**src/sv/assert_macros.svh**
```systemverilog
// Assertion macros for the RTL file that carries concurrent checks.
`ifndef ASSERT_MACROS_SVH
`define ASSERT_MACROS_SVH

// Checks a property on every rising clock edge outside reset.
`define ASSERT_CLK(label, prop, msg) \
    label: assert property (@(posedge clk) disable iff (!rst_n) (prop)) else $error(msg);

// Checks that a condition implies a consequence in the same cycle.
`define ASSERT_IMPL(label, ante, cons, msg) \
    `ASSERT_CLK(label, (ante) |-> (cons), msg)

// Checks that a condition implies a consequence in the next cycle.
`define ASSERT_NEXT(label, ante, cons, msg) \
    `ASSERT_CLK(label, (ante) |=> (cons), msg)

`endif

```
**src/sv/pbva_pkg.sv**
```systemverilog
// Package with the types, codes and lane helpers of the packed byte vector ALU.
package pbva_pkg;

    localparam int WORD_W    = 64;
    localparam int LANE_W    = 8;
    localparam int LANES_MAX = WORD_W / LANE_W;
    localparam int LANES_DEF = 8;
    localparam int FUNC_W    = 4;
    localparam int STATUS_W  = 2;
    localparam int LAT_W     = 8;
    // One iteration per bit of a lane for divide and multiply.
    localparam int STEPS     = LANE_W;
    localparam int STEP_W    = $clog2(STEPS + 1);
    localparam logic [LAT_W-1:0] LATENCY_RST = LAT_W'(1);

    typedef enum logic [FUNC_W-1:0] {
        FN_ADD     = 4'd0,
        FN_SUB     = 4'd1,
        FN_MUL     = 4'd2,
        FN_DIVU    = 4'd3,
        FN_REMU    = 4'd4,
        FN_EQ      = 4'd5,
        FN_LES     = 4'd6,
        FN_LTU     = 4'd7,
        FN_LTS     = 4'd8,
        FN_LTU_ALT = 4'd9
    } func_t;

    typedef enum logic [STATUS_W-1:0] {
        ST_BUSY  = 2'd0,
        ST_DONE  = 2'd1,
        ST_BADFN = 2'd2
    } status_t;

    typedef enum logic {
        S_IDLE,
        S_RUN
    } state_t;

    // Control from the sequencer to every lane unit.
    typedef struct packed {
        logic load;
        logic step;
    } lane_ctl_t;

    // Combinational lane operations: add, subtract and the compares.
    function automatic logic [LANE_W-1:0] simple_op(
        input logic [LANE_W-1:0] a,
        input logic [LANE_W-1:0] b,
        input func_t             fn
    );
        logic [LANE_W-1:0] r;
        r = '0;
        case (fn) inside
            FN_ADD:              r = a + b;
            FN_SUB:              r = a - b;
            FN_EQ:               r = LANE_W'(a == b);
            FN_LES:              r = LANE_W'($signed(a) <= $signed(b));
            FN_LTS:              r = LANE_W'($signed(a) < $signed(b));
            FN_LTU, FN_LTU_ALT:  r = LANE_W'(a < b);
            default:             r = '0;
        endcase
        return r;
    endfunction

endpackage

```
**src/sv/pbva_ifs.sv**
```systemverilog
// Valid/ready channel interfaces for requests, responses and the latency register.
interface pbva_req_if;
    logic                               valid;
    logic                               ready;
    logic [pbva_pkg::WORD_W-1:0]        operand_a;
    logic [pbva_pkg::WORD_W-1:0]        operand_b;
    logic [pbva_pkg::FUNC_W-1:0]        func;

    modport source (output valid, output operand_a, output operand_b, output func,
                    input ready);
    modport sink   (input valid, input operand_a, input operand_b, input func,
                    output ready);
endinterface

interface pbva_rsp_if;
    logic                               valid;
    logic                               ready;
    logic [pbva_pkg::WORD_W-1:0]        lane_result;
    logic [pbva_pkg::STATUS_W-1:0]      status;

    modport source (output valid, output lane_result, output status, input ready);
    modport sink   (input valid, input lane_result, input status, output ready);
endinterface

interface pbva_cfg_if;
    logic                               valid;
    logic                               ready;
    logic [pbva_pkg::LAT_W-1:0]         data;

    modport source (output valid, output data, input ready);
    modport sink   (input valid, input data, output ready);
endinterface

```
**src/sv/packed_byte_vector_alu.sv**
```systemverilog
// A busy or bad-function word is in the output register in the cycle after acceptance.
// For a computed word the lanes load at acceptance, step through the bit-serial divide and
// shift-add multiply loop, and the output register takes the lane results once the loop
// has ended and the output is free. Busy and error words go at one per cycle while the
// output is free; no new request is taken while a word is computing.
// Reset clears the sequencer and output valid, and loads latency and the countdown with LATENCY_RST.
`include "assert_macros.svh"

module packed_byte_vector_alu #(
    parameter int LANES = pbva_pkg::LANES_DEF
) (
    input  logic        clk,
    input  logic        rst_n,
    pbva_req_if.sink    req,
    pbva_rsp_if.source  rsp,
    pbva_cfg_if.sink    cfg
);

    localparam int LANE_W = pbva_pkg::LANE_W;
    localparam int WORD_W = pbva_pkg::WORD_W;
    localparam int LAT_W  = pbva_pkg::LAT_W;
    localparam int STEP_W = pbva_pkg::STEP_W;

    pbva_pkg::state_t                   state_reg, state_next;
    logic [STEP_W-1:0]                  cnt_reg, cnt_next;
    logic [LAT_W-1:0]                   latency_reg, latency_next;
    logic [LAT_W-1:0]                   count_reg, count_next;
    pbva_pkg::func_t                    fn_reg, fn_next;
    logic                               out_valid_reg, out_valid_next;
    logic [WORD_W-1:0]                  res_reg, res_next;
    pbva_pkg::status_t                  status_reg, status_next;

    logic                               req_ready;
    logic                               req_fire;
    logic                               cfg_fire;
    logic                               func_ok;
    logic [LAT_W-1:0]                   dec;
    logic                               run_done;
    logic                               out_free;
    pbva_pkg::lane_ctl_t                lane_ctl;
    pbva_pkg::func_t                    req_fn;
    logic [LANES*LANE_W-1:0]            lanes_res;

    // Handshake and decode of the incoming word.
    assign out_free  = !out_valid_reg || rsp.ready;
    assign req_fire  = req.valid && req_ready;
    assign cfg_fire  = cfg.valid && cfg.ready;
    assign func_ok   = (req.func <= pbva_pkg::FUNC_W'(pbva_pkg::FN_LTU_ALT));
    assign req_fn    = pbva_pkg::func_t'(req.func);
    assign dec       = (count_reg == '0) ? '0 : count_reg - LAT_W'(1);
    assign run_done  = (cnt_reg == STEP_W'(pbva_pkg::STEPS));

    assign req.ready = req_ready;
    assign cfg.ready = 1'b1;
    assign rsp.valid       = out_valid_reg;
    assign rsp.lane_result = res_reg;
    assign rsp.status      = status_reg;

    // Sequencer next state.
    always_comb
    begin
        state_next = state_reg;
        unique case (state_reg)
            pbva_pkg::S_IDLE:
            begin
                if (req_fire && func_ok && dec == '0)
                    state_next = pbva_pkg::S_RUN;
            end
            pbva_pkg::S_RUN:
            begin
                if (run_done && out_free)
                    state_next = pbva_pkg::S_IDLE;
            end
            default: state_next = pbva_pkg::S_IDLE;
        endcase
    end

    // Sequencer outputs.
    always_comb
    begin
        req_ready     = 1'b0;
        lane_ctl.load = 1'b0;
        lane_ctl.step = 1'b0;
        unique case (state_reg)
            pbva_pkg::S_IDLE:
            begin
                req_ready     = out_free;
                lane_ctl.load = req.valid && out_free && func_ok;
            end
            pbva_pkg::S_RUN:
            begin
                lane_ctl.step = !run_done;
            end
            default: req_ready = 1'b0;
        endcase
    end

    // Step counter, latency register, countdown and output register.
    always_comb
    begin
        cnt_next       = cnt_reg;
        latency_next   = latency_reg;
        count_next     = count_reg;
        fn_next        = fn_reg;
        out_valid_next = out_valid_reg;
        res_next       = res_reg;
        status_next    = status_reg;

        if (out_valid_reg && rsp.ready)
            out_valid_next = 1'b0;

        if (cfg_fire)
        begin
            latency_next = cfg.data;
            count_next   = cfg.data;
        end

        if (lane_ctl.load)
            cnt_next = '0;
        else if (lane_ctl.step)
            cnt_next = cnt_reg + STEP_W'(1);

        if (req_fire)
        begin
            if (!func_ok)
            begin
                out_valid_next = 1'b1;
                res_next       = '0;
                status_next    = pbva_pkg::ST_BADFN;
            end
            else if (dec != '0)
            begin
                count_next     = dec;
                out_valid_next = 1'b1;
                res_next       = '0;
                status_next    = pbva_pkg::ST_BUSY;
            end
            else
            begin
                // The countdown reloads now; the word leaves when the loop ends.
                count_next = latency_reg;
                fn_next    = req_fn;
            end
        end

        if (state_reg == pbva_pkg::S_RUN && run_done && out_free)
        begin
            out_valid_next = 1'b1;
            res_next       = WORD_W'(lanes_res);
            status_next    = pbva_pkg::ST_DONE;
        end
    end

    // Control registers.
    always_ff @(posedge clk or negedge rst_n)
    begin
        if (!rst_n)
        begin
            state_reg     <= pbva_pkg::S_IDLE;
            cnt_reg       <= '0;
            latency_reg   <= pbva_pkg::LATENCY_RST;
            count_reg     <= pbva_pkg::LATENCY_RST;
            out_valid_reg <= 1'b0;
        end
        else
        begin
            state_reg     <= state_next;
            cnt_reg       <= cnt_next;
            latency_reg   <= latency_next;
            count_reg     <= count_next;
            out_valid_reg <= out_valid_next;
        end
    end

    // Payload registers.
    always_ff @(posedge clk)
    begin
        fn_reg     <= fn_next;
        res_reg    <= res_next;
        status_reg <= status_next;
    end

    // One lane unit per byte lane.
    for (genvar i = 0; i < LANES; i++)
    begin : g_lane
        pbva_lane u_lane (
            .clk    (clk),
            .ctl    (lane_ctl),
            .a      (req.operand_a[i*LANE_W +: LANE_W]),
            .b      (req.operand_b[i*LANE_W +: LANE_W]),
            .fn     (req_fn),
            .fn_run (fn_reg),
            .res    (lanes_res[i*LANE_W +: LANE_W])
        );
    end

    // Checks on the result path and the countdown.
    `ASSERT_IMPL(a_zero_unless_done,
        rsp.valid && rsp.status != pbva_pkg::ST_DONE, rsp.lane_result == '0,
        "lane result not zero on a busy or error word")
    `ASSERT_NEXT(a_busy_word,
        req_fire && func_ok && count_reg > LAT_W'(1),
        rsp.valid && rsp.status == pbva_pkg::ST_BUSY,
        "counting request did not give a busy word")
    `ASSERT_NEXT(a_badfn_keeps_count,
        req_fire && !func_ok && !cfg_fire,
        rsp.valid && rsp.status == pbva_pkg::ST_BADFN && $stable(count_reg),
        "bad function code changed the countdown or lost its word")
    `ASSERT_CLK(a_step_bound, cnt_reg <= STEP_W'(pbva_pkg::STEPS),
        "step counter ran past the lane width")

endmodule

```
**src/sv/pbva_lane.sv**
```systemverilog
// One byte lane: bit-serial restoring divider, shift-add multiplier and simple ops.
module pbva_lane (
    input  logic                            clk,
    input  pbva_pkg::lane_ctl_t             ctl,
    input  logic [pbva_pkg::LANE_W-1:0]     a,
    input  logic [pbva_pkg::LANE_W-1:0]     b,
    input  pbva_pkg::func_t                 fn,
    input  pbva_pkg::func_t                 fn_run,
    output logic [pbva_pkg::LANE_W-1:0]     res
);

    localparam int W = pbva_pkg::LANE_W;

    logic [W-1:0] dvd_reg,    dvd_next;
    logic [W-1:0] rem_reg,    rem_next;
    logic [W-1:0] div_reg,    div_next;
    logic [W-1:0] mcand_reg,  mcand_next;
    logic [W-1:0] mplier_reg, mplier_next;
    logic [W-1:0] acc_reg,    acc_next;
    logic [W-1:0] simple_reg, simple_next;

    logic [W:0]   shifted;
    logic [W:0]   diff;
    logic         ge;

    // One restoring division step: bring in the next dividend bit and try a subtract.
    assign shifted = {rem_reg, dvd_reg[W-1]};
    assign diff    = shifted - {1'b0, div_reg};
    assign ge      = (shifted >= {1'b0, div_reg});

    // Next values for load, step and hold.
    always_comb
    begin
        dvd_next    = dvd_reg;
        rem_next    = rem_reg;
        div_next    = div_reg;
        mcand_next  = mcand_reg;
        mplier_next = mplier_reg;
        acc_next    = acc_reg;
        simple_next = simple_reg;
        if (ctl.load)
        begin
            dvd_next    = a;
            rem_next    = '0;
            div_next    = b;
            mcand_next  = a;
            mplier_next = b;
            acc_next    = '0;
            simple_next = pbva_pkg::simple_op(a, b, fn);
        end
        else if (ctl.step)
        begin
            // The quotient shifts in where the dividend bits leave.
            dvd_next    = {dvd_reg[W-2:0], ge};
            rem_next    = ge ? diff[W-1:0] : shifted[W-1:0];
            acc_next    = mplier_reg[0] ? acc_reg + mcand_reg : acc_reg;
            mcand_next  = {mcand_reg[W-2:0], 1'b0};
            mplier_next = {1'b0, mplier_reg[W-1:1]};
        end
    end

    // Lane datapath registers.
    always_ff @(posedge clk)
    begin
        dvd_reg    <= dvd_next;
        rem_reg    <= rem_next;
        div_reg    <= div_next;
        mcand_reg  <= mcand_next;
        mplier_reg <= mplier_next;
        acc_reg    <= acc_next;
        simple_reg <= simple_next;
    end

    // Pick the lane result for the operation in flight.
    always_comb
    begin
        case (fn_run)
            pbva_pkg::FN_MUL:  res = acc_reg;
            pbva_pkg::FN_DIVU: res = dvd_reg;
            pbva_pkg::FN_REMU: res = rem_reg;
            default:           res = simple_reg;
        endcase
    end

endmodule

```
**src/flat_wrapper.sv**
```systemverilog
// flat-port wrapper written by rule: the top's interface ports become plain ports
module packed_byte_vector_alu_flat 
#(
    parameter int LANES = pbva_pkg::LANES_DEF
)
  (clk, rst_n, req_valid, req_operand_a, req_operand_b, req_func, req_ready, rsp_valid, rsp_lane_result, rsp_status, rsp_ready, cfg_valid, cfg_data, cfg_ready);
  pbva_req_if req_i ();
  pbva_rsp_if rsp_i ();
  pbva_cfg_if cfg_i ();
  input  logic clk;
  input  logic rst_n;
  input wire logic [$bits(req_i.valid)-1:0] req_valid;
  input wire logic [$bits(req_i.operand_a)-1:0] req_operand_a;
  input wire logic [$bits(req_i.operand_b)-1:0] req_operand_b;
  input wire logic [$bits(req_i.func)-1:0] req_func;
  output wire logic [$bits(req_i.ready)-1:0] req_ready;
  output wire logic [$bits(rsp_i.valid)-1:0] rsp_valid;
  output wire logic [$bits(rsp_i.lane_result)-1:0] rsp_lane_result;
  output wire logic [$bits(rsp_i.status)-1:0] rsp_status;
  input wire logic [$bits(rsp_i.ready)-1:0] rsp_ready;
  input wire logic [$bits(cfg_i.valid)-1:0] cfg_valid;
  input wire logic [$bits(cfg_i.data)-1:0] cfg_data;
  output wire logic [$bits(cfg_i.ready)-1:0] cfg_ready;
  assign req_i.valid = req_valid;
  assign req_i.operand_a = req_operand_a;
  assign req_i.operand_b = req_operand_b;
  assign req_i.func = req_func;
  assign req_ready = req_i.ready;
  assign rsp_valid = rsp_i.valid;
  assign rsp_lane_result = rsp_i.lane_result;
  assign rsp_status = rsp_i.status;
  assign rsp_i.ready = rsp_ready;
  assign cfg_i.valid = cfg_valid;
  assign cfg_i.data = cfg_data;
  assign cfg_ready = cfg_i.ready;
  packed_byte_vector_alu #(.LANES(LANES)) u_core (.clk(clk), .rst_n(rst_n), .req(req_i), .rsp(rsp_i), .cfg(cfg_i));
endmodule
```
**config.mk**
```make
export PLATFORM = sky130hd
export DESIGN_NAME = packed_byte_vector_alu_flat
export DESIGN_NICKNAME = d
export VERILOG_FILES = /design/src/sv/pbva_pkg.sv /design/src/sv/pbva_ifs.sv /design/src/sv/packed_byte_vector_alu.sv /design/src/sv/pbva_lane.sv /design/src/flat_wrapper.sv
export VERILOG_INCLUDE_DIRS = /design/src /design/src/sv
export SDC_FILE = /design/constraint.sdc
export NUM_CORES = 1
export LEC_CHECK = 0
export BUFFER_PORTS_ARGS = -buffer_cell sky130_fd_sc_hd__buf_2
export CAP_MARGIN = 40
export CORE_ASPECT_RATIO = 0.6
export CORE_MARGIN = 4
export CORE_UTILIZATION = 47
export DETAILED_ROUTE_END_ITERATION = 6
export HOLD_SLACK_MARGIN = 0.05
export PLACE_DENSITY = 0.64
export SKIP_CTS_REPAIR_TIMING = 1
export SLEW_MARGIN = 20
export SYNTH_ARGS = -nofsm -noshare
export SYNTH_HDL_FRONTEND = slang
export SYNTH_SLANG_ARGS = --single-unit
```
**constraint.sdc**
```tcl
create_clock -name clk -period 5.8 [get_ports clk]
set_input_delay 0.58 -clock clk [delete_from_list [all_inputs] [get_ports clk]]
set_output_delay 0.58 -clock clk [all_outputs]
set_load 0.01 [all_outputs]
```
Word level (Yosys, flattened, before mapping). Index checks and enable logic that the tools add are counted.

Add/subtract/negate cells: 34. $lt $le $gt $ge: 33. Eq/ne operators: 20. Mux-type cells: 136. Bitwise operators: 2. Reduce and logical (&&, ||, !) cells: 30.

Operators by type and width (number): $mux 8 (77); $mux 64 (4); $pmux 8 s3 (8); $add 8x8->8 (16); $lt 8x8->1 (16); $sub 8x8->8 (16); $ge 9x8->1 (8); $eq 8x8->1 (8); $le 8x8->1 (8); $mux 1 (42); $reduce_and 2->1 (10); $eq 4x3->1 const B (4); $logic_not 8->1 (2); $eq 4x4->1 const B (3); $logic_and 1x1->1 (9); $eq 4x2->1 const B (2); $mux 4 (2); $reduce_bool 8->1 (1); $sub 8x1->8 const B (1); $add 4x1->4 const B (1); $eq 4x1->1 const B (1); $le 4x4->1 const B (1); $logic_not 4->1 (1); $mux 2 (2); 9 further kinds (12).

Register bits: 540. Input bits: 145. Output and inout port bits: 69. Word-level logic and storage cells: 319.

Longest topological paths before layout. Gate-level depths: netlist (run 1).

Word-level depth: 8. Gate-level depth with buffers: 10. Mapped depth without buffers: 10.

Modules after synthesis. From an unflattened synthesis (run 1), not the netlist that was laid out.

Cells, all modules: 3583. Area total of the unflattened synthesis: 34797.1 µm².

By module, submodules not included: pbva_lane at u_core.g_lane[0].u_lane ... (instances 4, cells each 422, area each 3937.5 µm², sequential area each 1521.5 µm²); pbva_lane at u_core.g_lane[5].u_lane ... (instances 3, cells each 390, area each 3739.8 µm², sequential area each 1521.5 µm²); packed_byte_vector_alu (instances 1, cells each 297, area each 3920.0 µm², sequential area each 2635.0 µm²); pbva_lane at u_core.g_lane[1].u_lane (instances 1, cells each 428, area each 3907.5 µm², sequential area each 1521.5 µm²).

Least setup slack after synthesis (run 1). OpenSTA, ideal clock, no wires.

Kind: input -> register. Start: in rsp_ready. End: reg u_core.cnt_reg[1]. Library setup time: 0.336 ns. Arrival: 5.581 ns. Data required time: 5.464 ns. Slack: -0.117 ns. Stages on the path: 8. Path buffers: 1. Cells stage by stage: nand2b_1 -> nor2b_1 -> nand3_1 -> inv_1 -> nor2_1 -> clkbuf_1 -> inv_1 -> o21ai_0.

Longest elaborated chain between the ends: 5. Elaborated cells between the ends (all ways): 6. Those cells by class: 2 x mux; 4 x reduce/logical.

Ends and longest elaborated chain: start: declaration (RTL line flat_wrapper.sv:20) `input wire logic [$bits(rsp_i.ready)-1:0] rsp_ready;`; $logic_or 1x1->1 (*) (RTL line packed_byte_vector_alu.sv:45) `assign out_free = !out_valid_reg || rsp.ready;`; $logic_and 1x1->1 (*) (2 in a row) (RTL line packed_byte_vector_alu.sv:88) `lane_ctl.load = req.valid && out_free && func_ok;`; $mux 1 (*) (RTL line packed_byte_vector_alu.sv:84) `unique case (state_reg)`; $mux 4 or $reduce_bool 2->1 (tied branches); end signal: assignment (RTL line packed_byte_vector_alu.sv:168) `cnt_reg <= cnt_next;`; end: declaration (RTL line packed_byte_vector_alu.sv:25) `logic [STEP_W-1:0] cnt_reg, cnt_next;`.

Mark *: on every way between the ends. The rest lies on a longest branch, timed or not. A chain may end at the register's enable or synchronous reset.

Final worst setup path (run 1).
Start: reg u_core.out_valid_reg, in the netlist u_core.rsp.valid. End: reg u_core.g_lane[3].u_lane.dvd_reg[2] (enable).

Longest elaborated chain between the ends: 6.

Ends and longest elaborated chain: start: declaration (RTL line packed_byte_vector_alu.sv:29) `logic out_valid_reg, out_valid_next;`; start signal: assignment (RTL line packed_byte_vector_alu.sv:171) `out_valid_reg <= out_valid_next;`; $logic_not 1->1 (RTL line packed_byte_vector_alu.sv:45); $logic_or 1x1->1 (RTL line packed_byte_vector_alu.sv:45); $logic_and 1x1->1 (2 in a row) (RTL line packed_byte_vector_alu.sv:88); $mux 1 (RTL line packed_byte_vector_alu.sv:84); $reduce_bool 2->1 (no source line); end signal: assignment (RTL line pbva_lane.sv:65) `dvd_reg <= dvd_next;`; end: declaration (RTL line pbva_lane.sv:14) `logic [W-1:0] dvd_reg, dvd_next;`.

No other way between the ends.

==> impl_metrics.ini, run 1 <==
[timing]
setup_tns_ns = 0
rsz0062_at_grt = false
finalSetupViolCount = 0
drv_slew = 0
fin_skew_ns = 0.02239
slew_headroom_pct = 43.56
fin_crit_ns = 3.464
holdWs_ns = 0.1456
finalCritPeriodShare_pct = 59.72
fmax_mhz = 288.7
hold_viol_final = 0
worst_pin_slew_ns = 0.8252

[detailed_routing]
via_per_inst = 5.779
wl_um = 93130
vias = 25570
avgRoutedWirePerCell_um = 21.05
drc_errors = 0
drt_iter0_drc = 3165
ant_nets = 0
first_pass_iters = 6

[placed_design]
dp.cells = 4318
gp_congestion = 0.8920
portBuffers = 212
dp_hpwl_um = 65870

[grt]
antenna_found_initial = 6
grt_max_degree = 120
met3_usage_pct = 4.649
grt_overflow = 0
grt_busiest_layer = met1
grt_pass1_vias = 23600
use_met1_pct = 39.87
met2_usage_pct = 35.06
grt.total_usage_pct = 25.05
grt_pass1_wl_um = 141500

[power_and_ir_drop]
p_int_uw = 9730
seq_power_share_pct = 40.8
power.density_nw_per_um2 = 426.5
power_frac_clock_pct = 24.3
p_leak_uw = 0.01530
vdd_drop_max_v = 0.0002586
p_switching_uw = 5607
switching_share_pct = 36.56
power_uw = 15340
combPwrFrac_pct = 34.9

[worst_setup_path]
cp.required_ns = 6.04
cp_slowest_cell = inv_8
crit_buf_inv = 3
end_kind = flip-flop
crit_family = buffers and inverters
crit_chain = nand2b_1, nor2b_1, nand3_4, inv_8, nor2_4, clkinvlp_4, buf_4
start_kind = flip-flop
critPathMaxStageDelay_ns = 0.64
worst-path-max-fanout = 85
crit_type = flip-flop to flip-flop
crit_arrival_ns = 3.70

[cells_and_area]
fillers = 6147
final_cells = 4425
syn_to_final_growth_pct = 12.35
nets = 3897
layout-drive-gt1-share_pct = 10.59

[status]
status = finished, final reports clean

[synthesis]
synthArstFlopShare_pct = 4.074
yosysWarnings = 0
synthDistinctLibCells = 77
synth_edf_count = 388
ys_ff_latch = 540
synth_area_per_cell_um2 = 9.588
synthFlopType = edfxtp_1
synth.net_count = 3758
syn_area_um2 = 32000
yosysSeqAreaShare_pct = 46.27
syn_inst = 3338

[clocking]
clockBufferDepth = 3
cts_buffers = 54
clock-sinks = 540
cts_root_buf = clkbuf_16
h-tree-depth = 2
clkTransAtPathRegs_ns = 0.06
worstSkewPairLatency_ns = 0.62
cts_tree = yes

[floorplanning]
initial_core_util_pct = 47.87
num_rows = 73
dieHeight_um = 210.1
die_w_um = 344.9
core_area_um2 = 66860
dieArea_um2 = 72470
io_pins = 214

[min_path]
hold_path.class = primary input to flip-flop

[run]
drv_cap = 0
==> placed cells by master, fill, tap and decap left out, types with 12 or more instances in the layout <==
cell type  instances
a21oi_1          219
nand3_1          106
o21bai_1          24
and4_1            12
buf_2            212
nand2b_1          27
clkinv_2          12
a21o_1            34
a31oi_1           20
nor2b_1           57
mux2i_1           48
nand4_1           15
nor2_1           251
o21a_1            26
a222oi_1          64
a2111oi_0         13
inv_1            241
or3_1             21
a22o_1            14
ha_1             243
o211ai_1          24
and3_1            13
o21ai_0          182
fa_1              32
o31ai_1           21
dfrtp_1           20
o311ai_0          19
xnor2_1           66
nor3_1            69
clkbuf_16         55
xor2_1            57
dfxtp_1          130
edfxtp_1         388
buf_4             26
a32oi_1           16
nand2_1          542
==> path summary, 6_finish.rpt <==
check	end	from	cells after the start	slack, ns
worst min-delay path	u_core.g_lane[0].u_lane.div_reg[7]	req_operand_b[7]	1	0.15
worst max-delay path	u_core.g_lane[3].u_lane.dvd_reg[2]	u_core.rsp.valid	7	2.34
worst min register to register	u_core.rsp.status[0]	u_core.rsp.status[0]	2	0.45
worst max register to register	u_core.g_lane[3].u_lane.dvd_reg[2]	u_core.rsp.valid	7	2.34
min in group asynchronous	u_core.latency_reg[1]	rst_n	2	0.48
max in group asynchronous	u_core.cnt_reg[2]	rst_n	2	4.95
==> layout make-up <==
cell class,instances,area [um^2],share of cell area [%]
inverters,243,923.4,2.568
clock buffers,73,1524,4.238
repair buffers,249,1488,4.137
diodes,3,7.507,0.02088
flip-flops and latches,540,14810,41.18
clock inverters,28,317.8,0.8838
well taps,900,1126,3.132
multi-input cells,2389,15760,43.84
==> power groups by stage <==
stage          Sequential [uW]  Clock (uW)  Combinational (uW)
2_1_floorplan             6110           0                3910
3_3_place_gp              6300           0                5130
3_5_place_dp              6300           0                5260
4_1_cts                   6230        3790                5290
5_1_grt                   6350        3960                6000
6_report                  6260        3720                5350
==> through the flow <==
stage | worst slack [ns] | instance area [um^2] | util [%]
2_1_floorplan | 0.6861 | 32010 | -
3_3_place_gp | 1.897 | 33870 | 50.66
3_5_place_dp | 1.849 | 34040 | 50.92
4_1_cts | 2.329 | 35880 | 53.67
5_1_grt | 2.160 | 35960 | 53.78
6_report | 2.336 | 35960 | 53.78
==> cell usage after synthesis (all sizes together) (8+ instances only) <==
| master | count | share of area, % |
|---|---|---|
| a2111oi | 13 | 0.36 |
| nor3 | 71 | 1.1 |
| dfrtp | 20 | 1.6 |
| a22oi | 10 | 0.23 |
| and4 | 12 | 0.33 |
| a32oi | 16 | 0.44 |
| a22o | 14 | 0.38 |
| a21oi | 219 | 3.4 |
| o2111ai | 8 | 0.22 |
| a221oi | 8 | 0.22 |
| a21o | 34 | 0.80 |
| fa | 32 | 2.0 |
| a222oi | 64 | 2.0 |
| mux2i | 48 | 1.5 |
| o21bai | 24 | 0.56 |
| a31oi | 20 | 0.39 |
| o211ai | 24 | 0.56 |
| nand2 | 544 | 6.4 |
| xor2 | 57 | 1.6 |
| ha | 243 | 9.5 |
| inv | 243 | 2.9 |
| or3 | 23 | 0.47 |
| and3 | 13 | 0.25 |
| nor3b | 9 | 0.21 |
| dfxtp | 130 | 8.1 |
| nand3 | 108 | 1.7 |
| o311ai | 19 | 0.52 |
| nor2b | 58 | 1.2 |
| nor2 | 252 | 3.0 |
| clkbuf | 142 | 1.7 |
| o41ai | 9 | 0.25 |
| buf | 24 | 0.36 |
| nand4 | 15 | 0.29 |
| edfxtp | 388 | 36 |
| xnor2 | 66 | 1.8 |
| nand2b | 28 | 0.55 |
| o31a | 10 | 0.27 |
| o21a | 26 | 0.61 |
| o31ai | 21 | 0.49 |
| o21ai | 182 | 2.8 |
==> per-layer routing <==
layer	share of wire [%]	wire, um
met1	49	45310
met2	40	37620
met5	0.0097	9
met4	1.9	1804
met3	9.0	8381
==> kinds of logic after synthesis <==
logic type      after synthesis  synth area share (%)
other cells                   1               0.01172
flops                       540                 46.27
mux                          55                 1.748
compound gates              772                 16.06
simple gates               1163                 16.18
xor+xnor                    123                 3.366
fa+ha+maj                   275                 11.50
buf+inv                     409                 4.871
No activity file was read; power rests on OpenSTA's default activity.
==> inputs of run 2 (changes only) <==
Settings changed: PLACE_DENSITY 0.64 to 0.61.
Clock period 5.8 ns to 3.6 ns, I/O delays scaled along.
==> impl_metrics.ini, run 2 (synthesis gave the netlist of run 1 again) <==
[status]
status = complete, but fails checks
violations = design-rule violations

[power_and_ir_drop]
power_uw = 24830
p_leak_uw = 0.01562
vdd_drop_max_v = 0.0003807
power.density_nw_per_um2 = 676.6

[clocking]
cts_tree = yes
worstSkewPairLatency_ns = 0.64
h-tree-depth = 2
clkTransAtPathRegs_ns = 0.06
clockBufferDepth = 3
cts_buffers = 56
clock-sinks = 540
cts_root_buf = clkbuf_16

[cells_and_area]
seq_area_um2 = 14810
layout_commonest_cell = nand2_1
final_cells = 4509
final_cell_mix = 542 x nand2_1, 388 x edfxtp_1, 251 x nor2_1, 243 x ha_1, 241 x inv_1
fillers = 5962
multi_input_area_um2 = 15750
syn_to_final_growth_pct = 14.66
layout-drive-gt1-share_pct = 10.46
nets = 3975

[grt]
grt_pass1_vias = 25390
grt_pass1_wl_um = 148600
grt_overflow = 0
grt_max_degree = 150
grt.total_usage_pct = 26.09
antenna_found_initial = 9

[timing]
fin_crit_ns = 3.016
fin_skew_ns = 0.02354
setup_ws_ns = 0.5844
hold_viol_final = 0
worst_pin_slew_ns = 1.023
finalSetupViolCount = 0
rsz0062_at_grt = false
slew_headroom_pct = 31.81
drv_slew = 0
setup_tns_ns = 0
finalCritPeriodShare_pct = 83.77
fmax_mhz = 331.6

[floorplanning]
initial_core_util_pct = 47.87
io_pins = 214
core_area_um2 = 66860
die_w_um = 344.9
dieArea_um2 = 72470
dieHeight_um = 210.1
num_rows = 73

[placed_design]
portBuffers = 212
dp_hpwl_um = 69500
gp_congestion = 0.9351
pre_cts_slack_ns = 0.5735
dp.cells = 4324

[worst_setup_path]
worst-path-max-fanout = 21
reg2regPathDepth = 8
crit_arrival_ns = 3.38
start_kind = flip-flop
cp.required_ns = 3.96
crit_type = flip-flop to flip-flop
rrSetupSlack_ns = 0.58
end_kind = flip-flop

[detailed_routing]
first_pass_iters = 7
via_per_inst = 5.872
wl_um = 97040
drt_iter0_drc = 3115
drc_errors = 1
vias = 26480
avgRoutedWirePerCell_um = 21.52
ant_nets = 0

[run]
drv_cap = 0

[min_path]
hold_path.class = primary input to flip-flop
min_delay_path_depth = 3
run 2: cell count changes in the layout (fill, tap and decap cells not counted), sizes merged:
cell and change:
buf +4, bufinv -3, clkbuf -6, clkinv +9, clkinvlp +3, diode +3
dlygate4sd3 +72, inv +2
run 2: path summary, 6_finish.rpt:
kind,end,start
max,u_core.rsp.lane_result[39],u_core.count_reg[0]
min reg2reg,u_core.rsp.status[0],u_core.rsp.status[0]
max in group asynchronous,u_core.count_reg[0],rst_n
min,u_core.g_lane[5].u_lane.mcand_reg[3],req_operand_a[43]
min in group asynchronous,u_core.latency_reg[5],rst_n
max reg2reg,u_core.rsp.lane_result[39],u_core.count_reg[0]
run 2: through the flow:
stage                     hold WS, ns  util [%]  cell area (um^2)
after floorplan               0.06441         -             32040
after detailed placement       0.3654     51.08             34150
final                         0.07233     54.89             36700
after global placement         0.3487     50.99             34090
after global routing          0.05984     54.88             36690
after CTS                     -0.3123     53.77             35950
run 2: layer usage:
| metal | share of wire (%) | track usage [%] | wire [um] | vias to the layer above |
|---|---|---|---|---|
| met4 | 2.3 | 7.195 | 2278 | 4 |
| met3 | 9.1 | 5.162 | 8809 | 148 |
| li1 | - | - | - | 12430 |
| met2 | 43 | 38.31 | 41290 | 1116 |
| met1 | 46 | 39.24 | 44630 | 12780 |
| met5 | 0.028 | 0 | 27 | - |
run 2: layout make-up:
cell class | count | share of cell area, %
Timing Repair Buffer | 325 | 6.209
Antenna cell | 6 | 0.04092
Sequential cell | 540 | 40.35
Clock inverter | 39 | 0.8660
Clock buffer | 67 | 4.044
Multi-Input combinational cell | 2389 | 42.91
Tap cell | 900 | 3.069
Inverter | 243 | 2.516
run 2: power breakdown:
group	leakage (uW)	switching (uW)	internal [uW]
logic	0.00968	5340	3510
clock network	0.000882	2630	3240
registers	0.00506	1270	8850
run 2: critical path, cell delays in order, from the launching register on:
cell and delay [ns]:
dfstp_2 0.37, inv_1 0.08, ha_1 0.30, or4b_2 0.71, nor2b_4 0.22, o32a_1 0.26
a21o_1 0.23, nand2_4 0.25, buf_4 0.31
